==> src/sv/qrspf_pkg.sv <==
// Shared widths and filter constants for the QRS preprocessing filter chain.
package qrspf_pkg;

	localparam int SAMPLE_W    = 12;   // converter sample width
	localparam int IN_DATA_W   = 16;   // sample padded to whole bytes

	// Recursive low-pass
	localparam int LP_TAPS     = 12;
	localparam int LP_MID      = 6;
	localparam int LP_SHIFT    = 5;
	localparam int LP_ACC_W    = 18;
	localparam int LP_W        = LP_ACC_W - LP_SHIFT;

	// High-pass: lagged low-pass value minus mean of the last 32
	localparam int HP_TAPS     = 32;
	localparam int HP_LAG      = 15;
	localparam int HP_SHIFT    = 5;
	localparam int HP_SUM_W    = 18;
	localparam int HP_W        = 14;

	// Five-point derivative
	localparam int SLOPE_TAPS  = 4;
	localparam int SLOPE_RAW_W = 16;
	localparam int SLOPE_SHIFT = 3;
	localparam int SLOPE_W     = SLOPE_RAW_W - SLOPE_SHIFT;

	// Squaring and moving-window integration
	localparam int SQ_W        = 24;
	localparam int WIN_LEN     = 32;
	localparam int WIN_SHIFT   = $clog2(WIN_LEN);
	localparam int WIN_SUM_W   = SQ_W + WIN_SHIFT;
	localparam int ENERGY_W    = WIN_SUM_W - WIN_SHIFT;

	localparam int OUT_FIELDS_W = HP_W + SLOPE_W + ENERGY_W;
	localparam int OUT_DATA_W   = ((OUT_FIELDS_W + 7) / 8) * 8;

	// Pipeline depth: input register through result register
	localparam int NUM_STAGES  = 6;

	typedef logic signed [SAMPLE_W-1:0]  sample_t;
	typedef logic signed [LP_ACC_W-1:0]  lp_acc_t;
	typedef logic signed [LP_W-1:0]      lp_t;
	typedef logic signed [HP_SUM_W-1:0]  hp_sum_t;
	typedef logic signed [HP_W-1:0]      hp_t;
	typedef logic signed [SLOPE_RAW_W-1:0] slope_raw_t;
	typedef logic signed [SLOPE_W-1:0]   slope_t;
	typedef logic        [SQ_W-1:0]      sq_t;
	typedef logic        [WIN_SUM_W-1:0] win_sum_t;
	typedef logic        [ENERGY_W-1:0]  energy_t;

endpackage

==> src/sv/qrs_preprocess_filter_chain_core.sv <==
// A sample passes the input, low-pass, high-pass, derivative, square and result registers.
// Throughput: one sample per cycle unless the output stalls; six register stages, each
// with its own valid bit, so a stalled result only holds the occupied stages behind it.
// The low-pass and running-sum recursions each close within one stage.
// Reset: arst_n clears all delay lines, recursive sums and stage valid bits.
// Top level of the QRS preprocessing chain: low-pass, high-pass, derivative, square, window.
module qrs_preprocess_filter_chain_core
	import qrspf_pkg::*;
(
	input  logic                  clk,
	input  logic                  arst_n,
	input  logic                  s_axis_tvalid,
	output logic                  s_axis_tready,
	input  logic [IN_DATA_W-1:0]  s_axis_tdata,   // [11:0] ecg_sample
	output logic                  m_axis_tvalid,
	input  logic                  m_axis_tready,
	output logic [OUT_DATA_W-1:0] m_axis_tdata    // [13:0] band_passed, [26:14] slope_value,
	                                              // [50:27] integrated_energy, rest zero
);

	// stage valid bits, index 0 is the input register, last is the result register
	logic [NUM_STAGES-1:0] vld_q;
	logic [NUM_STAGES-1:0] rdy;
	logic [NUM_STAGES-1:0] vld_in;
	logic [NUM_STAGES-1:0] step;

	// filter state
	sample_t  lp_x_q [LP_TAPS];
	lp_acc_t  lp_y1_q;
	lp_acc_t  lp_y2_q;
	lp_t      hp_d_q [HP_TAPS];
	hp_sum_t  hp_sum_q;
	hp_t      slope_d_q [SLOPE_TAPS];
	sq_t      sq_line_q [WIN_LEN];
	win_sum_t win_sum_q;

	// pipeline payload
	sample_t  x_s1;
	lp_t      lp_s2;
	hp_t      hp_s3;
	hp_t      hp_s4;
	slope_t   slope_s4;
	hp_t      hp_s5;
	slope_t   slope_s5;
	sq_t      sq_s5;
	hp_t      hp_s6;
	slope_t   slope_s6;
	energy_t  energy_s6;

	// combinational results
	lp_acc_t    lp_acc;
	hp_sum_t    hp_sum_nxt;
	hp_t        hp_val;
	slope_raw_t slope_raw;
	logic signed [2*SLOPE_W-1:0] sq_full;
	win_sum_t   win_sum_nxt;

	always_comb begin
		rdy[NUM_STAGES-1] = !vld_q[NUM_STAGES-1] || m_axis_tready;
		for (int i = NUM_STAGES - 2; i >= 0; i--) begin
			rdy[i] = !vld_q[i] || rdy[i+1];
		end
	end

	assign vld_in = {vld_q[NUM_STAGES-2:0], s_axis_tvalid};
	assign step   = rdy & vld_in;

	assign s_axis_tready = rdy[0];
	assign m_axis_tvalid = vld_q[NUM_STAGES-1];
	assign m_axis_tdata  = {{(OUT_DATA_W - OUT_FIELDS_W){1'b0}}, energy_s6, slope_s6, hp_s6};

	// y = 2*y1 - y2 + x - 2*x[-6] + x[-12]; true value fits LP_ACC_W, so wraparound is exact
	assign lp_acc = (lp_y1_q <<< 1) - lp_y2_q + LP_ACC_W'(x_s1)
		- (LP_ACC_W'(lp_x_q[LP_MID-1]) <<< 1) + LP_ACC_W'(lp_x_q[LP_TAPS-1]);

	assign hp_sum_nxt = hp_sum_q + HP_SUM_W'(lp_s2) - HP_SUM_W'(hp_d_q[HP_TAPS-1]);
	assign hp_val     = HP_W'(hp_d_q[HP_LAG-1])
		- HP_W'($signed(hp_sum_nxt[HP_SUM_W-1:HP_SHIFT]));

	assign slope_raw = (SLOPE_RAW_W'(hp_s3) <<< 1) + SLOPE_RAW_W'(slope_d_q[0])
		- SLOPE_RAW_W'(slope_d_q[2]) - (SLOPE_RAW_W'(slope_d_q[3]) <<< 1);

	// |slope| stays below 3457, so the square fits SQ_W bits
	assign sq_full = slope_s4 * slope_s4;

	assign win_sum_nxt = win_sum_q - sq_line_q[WIN_LEN-1] + sq_s5;

	always_ff @(posedge clk or negedge arst_n) begin
		if (!arst_n) begin
			vld_q <= '0;
		end else begin
			for (int i = 0; i < NUM_STAGES; i++) begin
				if (rdy[i]) begin
					vld_q[i] <= vld_in[i];
				end
			end
		end
	end

	// recursive state advances only when a real transaction passes the stage
	always_ff @(posedge clk or negedge arst_n) begin
		if (!arst_n) begin
			lp_x_q    <= '{default: '0};
			lp_y1_q   <= '0;
			lp_y2_q   <= '0;
			hp_d_q    <= '{default: '0};
			hp_sum_q  <= '0;
			slope_d_q <= '{default: '0};
			sq_line_q <= '{default: '0};
			win_sum_q <= '0;
		end else begin
			if (step[1]) begin
				lp_y2_q   <= lp_y1_q;
				lp_y1_q   <= lp_acc;
				lp_x_q[0] <= x_s1;
				for (int k = 1; k < LP_TAPS; k++) begin
					lp_x_q[k] <= lp_x_q[k-1];
				end
			end
			if (step[2]) begin
				hp_sum_q  <= hp_sum_nxt;
				hp_d_q[0] <= lp_s2;
				for (int k = 1; k < HP_TAPS; k++) begin
					hp_d_q[k] <= hp_d_q[k-1];
				end
			end
			if (step[3]) begin
				slope_d_q[0] <= hp_s3;
				for (int k = 1; k < SLOPE_TAPS; k++) begin
					slope_d_q[k] <= slope_d_q[k-1];
				end
			end
			if (step[5]) begin
				win_sum_q    <= win_sum_nxt;
				sq_line_q[0] <= sq_s5;
				for (int k = 1; k < WIN_LEN; k++) begin
					sq_line_q[k] <= sq_line_q[k-1];
				end
			end
		end
	end

	always_ff @(posedge clk) begin
		if (step[0]) begin
			x_s1 <= sample_t'(s_axis_tdata[SAMPLE_W-1:0]);
		end
		if (step[1]) begin
			lp_s2 <= lp_acc[LP_ACC_W-1:LP_SHIFT];
		end
		if (step[2]) begin
			hp_s3 <= hp_val;
		end
		if (step[3]) begin
			hp_s4    <= hp_s3;
			slope_s4 <= slope_raw[SLOPE_RAW_W-1:SLOPE_SHIFT];
		end
		if (step[4]) begin
			hp_s5    <= hp_s4;
			slope_s5 <= slope_s4;
			sq_s5    <= sq_full[SQ_W-1:0];
		end
		if (step[5]) begin
			hp_s6     <= hp_s5;
			slope_s6  <= slope_s5;
			energy_s6 <= win_sum_nxt[WIN_SUM_W-1:WIN_SHIFT];
		end
	end

endmodule
==> config.mk <==
export PLATFORM = sky130hd
export DESIGN_NAME = qrs_preprocess_filter_chain_core
export DESIGN_NICKNAME = d
export VERILOG_FILES = /design/src/sv/qrspf_pkg.sv /design/src/sv/qrs_preprocess_filter_chain_core.sv
export SDC_FILE = /design/constraint.sdc
export NUM_CORES = 2
export LEC_CHECK = 0
export BUFFER_PORTS_ARGS = -buffer_cell sky130_fd_sc_hd__buf_2
export CAP_MARGIN = 10
export CELL_PAD_IN_SITES_DETAIL_PLACEMENT = 1
export CELL_PAD_IN_SITES_GLOBAL_PLACEMENT = 1
export CORE_ASPECT_RATIO = 2
export CORE_UTILIZATION = 49
export CTS_CLUSTER_SIZE = 24
export DETAILED_ROUTE_END_ITERATION = 7
export PLACE_DENSITY_LB_ADDON = 0.1
export SLEW_MARGIN = 0
export SYNTH_ARGS = -nofsm -noshare
export SYNTH_HDL_FRONTEND = slang
export SYNTH_SLANG_ARGS = --single-unit
==> constraint.sdc <==
create_clock -name clk -period 7.9 [get_ports clk]
set_input_delay 0.79 -clock clk [delete_from_list [all_inputs] [get_ports clk]]
set_output_delay 0.79 -clock clk [all_outputs]
set_load 0.01 [all_outputs]
==> impl_results.rst <==
.. list-table::
   :header-rows: 1

   * - Metric
     - Value
   * - Average cell area after synthesis
     - ~9.5 µm²
   * - Layout cell share with drive strength beyond 1
     - 5.57%
   * - Final wirelength
     - ~150 mm
   * - CP required
     - 8440 ps
   * - Total Negative Setup Slacks
     - 0 ps
   * - Boundary pin count
     - ~80
   * - Number of warnings printed during yosys synthesis
     - 0
   * - First-pass GRT wire length
     - about 260 mm
   * - Die outline height
     - between 500 and 600 µm
   * - CP Class
     - register to register
   * - Total congestion overflow after global routing
     - 0
   * - Worst slew margin
     - a little over a quarter
   * - Met1 global-route usage
     - roughly 26%
   * - Status
     - complete, but fails checks
   * - Unrepaired setup endpoints after global routing
     - false
   * - Asr flop ratio synth
     - between 80 and 90%
   * - Number of flops mapped to enable cells by yosys
     - about 170
   * - CP startpoint
     - slope_s4[3]$_DFFE_PP_
   * - Die Footprint
     - roughly 0.15 mm²
   * - Number of cells on the worst reg-to-reg path
     - 20
   * - Buffer depth of the longest clock path
     - 4
   * - Hold crit path type
     - input pin to async pin
   * - Vias in the first global route
     - approximately 52000
   * - Clock tree root driver cell
     - sky130_fd_sc_hd__clkbuf_16
   * - Number of buffers inserted by hold repair at cts
     - 0
   * - Worst hold slack after final layout
     - -29.6 ps
   * - Number of clock sinks
     - around 1600
   * - Number of standard cells after synthesis
     - roughly 7500
   * - Final hold viol count
     - 5
   * - Worst skew pair latency
     - 790 ps
   * - DRC
     - 0
   * - Flop and latch count out of synthesis
     - roughly 1600
   * - Number of antenna violations at the first check in global routing
     - 1
   * - Final slew viol count
     - 0
   * - Layout filler cell count
     - ~16000
   * - Final GP Congestion
     - 0.823
   * - Startpoint of the most critical register-to-register path
     - slope_s4[3]$_DFFE_PP_
   * - CTS tree
     - built
   * - Global-route track usage on met3
     - 2.08%
   * - Final min period
     - between 6000 and 7000 ps
   * - Largest net degree at the start of global routing
     - ~220
   * - Port Buf Inserts
     - between 60 and 70
   * - H-tree level count
     - 4
   * - Worst setup skew after layout
     - approximately 63 ps
   * - Max frequency
     - 153 MHz
   * - Global routing usage on met2
     - between 40% and 50%
   * - Violation count after the first detailed-route iteration
     - slightly above 3000
   * - Vias
     - about 48000
   * - Routed length per placed instance
     - 16.4 µm
   * - Crit path setup slack, layout
     - between 1000 and 1500 ps
   * - Initial core utilization
     - 49.5%
   * - Global routing's busiest layer
     - met2
   * - TritonRoute pass-1 iters
     - 5
   * - Final period utilization
     - roughly 83%
   * - Die Wd
     - between 200 and 300 µm
   * - Layout Utilization
     - a little over half
   * - Share of the yosys chip area belonging to registers
     - between 50% and 60%
   * - Slew of the pin with the lowest slew margin
     - roughly 1100 ps
   * - GRT Util Overall
     - a little over a fifth
   * - Signed area change from the synthesized netlist to the final layout
     - 10.1%
   * - Total of endpoints with negative setup slack in the final report
     - 0
   * - Critical Path Start Type
     - register
   * - CTS resizes
     - 0
   * - Final-stage net count
     - a little under 8000
   * - Mapped cell area
     - just over 0.07 mm²
   * - Peak fanout along the critical path
     - 16
   * - Primary flip-flop cell chosen by synthesis mapping
     - sky130_fd_sc_hd__dfrtp_1
   * - Site Rows
     - 196
   * - Post-detailed-route count of antenna-violating nets
     - 0
   * - Per-cell via count in the routed design
     - ~5.0
   * - Total of max-cap violations
     - 0
   * - Number of setup buffers added after CTS
     - 0
   * - Distinct cells, synth
     - 70
   * - Worst setup EP type
     - register
   * - Failing checks
     - negative hold slack
   * - Placeable Area
     - ~0.14 mm²
   * - Clock edge transition at the registers on the reported setup and hold paths
     - 70 ps
   * - Post-placement setup slack
     - 1250 ps
   * - Arrival time reported for the critical path endpoint
     - 7090 ps
   * - Detail Placement HPWL
     - roughly 100 mm
   * - Number of buffers added by the clock tree synthesis step
     - 154
## stage by stage
stage | instances | instance area, µm²
floorplan | 7485 | 70700
global placement | 9143 | 72700
detailed placement | 9143 | 72700
CTS | 9410 | 77800
global route | 9411 | 77800
finish | 9411 | 77800
## cell families after synthesis
family | share of synthesized area (%)
XOR/XNOR | 1.50
multiplexers | 0.782
flip-flops | 58.0
AND/OR/NAND/NOR | 22.7
other | 0.00530
buffers and inverters | 3.95
adder cells (fa/ha/maj) | 9.94
AO/OA/AOI/OAI | 3.07
## state kept, by name (all words and copies together) (netlist names), 14 cells and up
signal,cells
sq_s5,22
hp_s6,14
win_sum_q,29
hp_sum_q,18
slope_d_q,56
hp_d_q,416
hp_s5,14
hp_s4,14
hp_s3,14
energy_s6,24
lp_y2_q,18
sq_line_q,736
lp_y1_q,18
lp_x_q,144
## path summary, 6_finish.rpt
| check | to | slack [ps] |
|---|---|---|
| setup / recovery | sq_s5[23]$_DFFE_PP_ | 1350 |
| hold / removal | sq_line_q[284]$_DFFE_PN0P_ | -30 |
| setup reg to reg | sq_s5[23]$_DFFE_PP_ | 1350 |
| hold reg to reg | hp_s5[12]$_DFFE_PP_ | 400 |
| max in group asynchronous | hp_d_q[148]$_DFFE_PN0P_ | 5800 |
| min in group clk | x_s1[3]$_DFFE_PP_ | 190 |
## critical path, stage by stage (launching register included)
cell and delay [ps]:
sky130_fd_sc_hd__edfxtp_1 970, sky130_fd_sc_hd__nand2_1 230, sky130_fd_sc_hd__inv_1 150, sky130_fd_sc_hd__fa_1 430, sky130_fd_sc_hd__fa_1 520, sky130_fd_sc_hd__fa_1 520, sky130_fd_sc_hd__inv_1 60, sky130_fd_sc_hd__fa_1 560
sky130_fd_sc_hd__inv_1 60, sky130_fd_sc_hd__fa_1 440, sky130_fd_sc_hd__ha_1 290, sky130_fd_sc_hd__ha_1 310, sky130_fd_sc_hd__inv_1 120, sky130_fd_sc_hd__o21ai_0 120, sky130_fd_sc_hd__a21oi_1 260, sky130_fd_sc_hd__a21oi_1 180
sky130_fd_sc_hd__a41oi_1 310, sky130_fd_sc_hd__a21oi_1 150, sky130_fd_sc_hd__a211oi_1 400, sky130_fd_sc_hd__a21oi_1 140, sky130_fd_sc_hd__xnor2_1 140
## synthesized netlist by cell type (all sizes together) (3+ instances only)
cell type / instances / area share (%)
a21o: 28 / 0.30
nor3: 21 / 0.16
fa: 247 / 7.0
a211oi: 8 / 0.092
nand2b: 14 / 0.12
edfxtp: 166 / 7.0
inv: 406 / 2.2
and3: 15 / 0.13
o21bai: 8 / 0.085
a31oi: 10 / 0.088
nor2: 84 / 0.45
clkbuf: 305 / 1.6
o21ai: 185 / 1.3
nand3: 18 / 0.13
ha: 167 / 3.0
a31o: 5 / 0.062
xor2: 33 / 0.41
mux2: 47 / 0.75
o21a: 19 / 0.20
a21oi: 63 / 0.45
nor2b: 28 / 0.25
a21boi: 5 / 0.053
o31ai: 4 / 0.042
buf: 26 / 0.18
o211ai: 5 / 0.053
dfrtp: 1441 / 51
nand3b: 3 / 0.032
or3: 5 / 0.044
nand2: 3954 / 21
xnor2: 88 / 1.1
a211o: 3 / 0.037
or2: 11 / 0.097
and2: 27 / 0.24
## metal layers
layer  vias to the layer above  part of all wire [%]  routed length, µm
met2                       437                    54              83500
met3                       302                   1.9               2990
met1                     24100                    39              60900
met4                         0                   4.8               7390
met5                         -                     0                  0
li1                      22700                     -                  -
## cell usage in the layout, fill, tap and decap left out, types with 15 or more instances in the layout
master,instances
sky130_fd_sc_hd__nand3_1,18
sky130_fd_sc_hd__clkbuf_8,26
sky130_fd_sc_hd__edfxtp_1,166
sky130_fd_sc_hd__inv_1,402
sky130_fd_sc_hd__fa_1,247
sky130_fd_sc_hd__xor2_1,33
sky130_fd_sc_hd__o21ai_0,154
sky130_fd_sc_hd__buf_12,15
sky130_fd_sc_hd__and2_1,27
sky130_fd_sc_hd__buf_2,67
sky130_fd_sc_hd__nor3_1,20
sky130_fd_sc_hd__nor2_1,83
sky130_fd_sc_hd__o21ai_1,31
sky130_fd_sc_hd__dfrtp_1,1441
sky130_fd_sc_hd__and3_1,15
sky130_fd_sc_hd__a21o_1,27
sky130_fd_sc_hd__o21a_1,19
sky130_fd_sc_hd__ha_1,167
sky130_fd_sc_hd__xnor2_1,88
sky130_fd_sc_hd__clkbuf_1,25
sky130_fd_sc_hd__mux2_2,46
sky130_fd_sc_hd__nand2_1,3950
sky130_fd_sc_hd__buf_4,26
sky130_fd_sc_hd__clkinv_2,22
sky130_fd_sc_hd__clkbuf_16,160
sky130_fd_sc_hd__nor2b_1,27
sky130_fd_sc_hd__a21oi_1,63
## cell type report
cell class              instances  area (µm²)  share of cell area [%]
clock buffers                 211        4460                    5.72
clock inverters                56         676                   0.868
flip-flops and latches       1607       41000                    52.7
diodes                          1        2.50                 0.00321
well taps                    1881        2350                    3.02
repair buffers                108         831                    1.07
multi-input cells            5141       26900                    34.6
inverters                     406        1540                    1.98
Power is not shown: default switching activity piles up to over one toggle a cycle in this logic, so the estimate is an artifact.
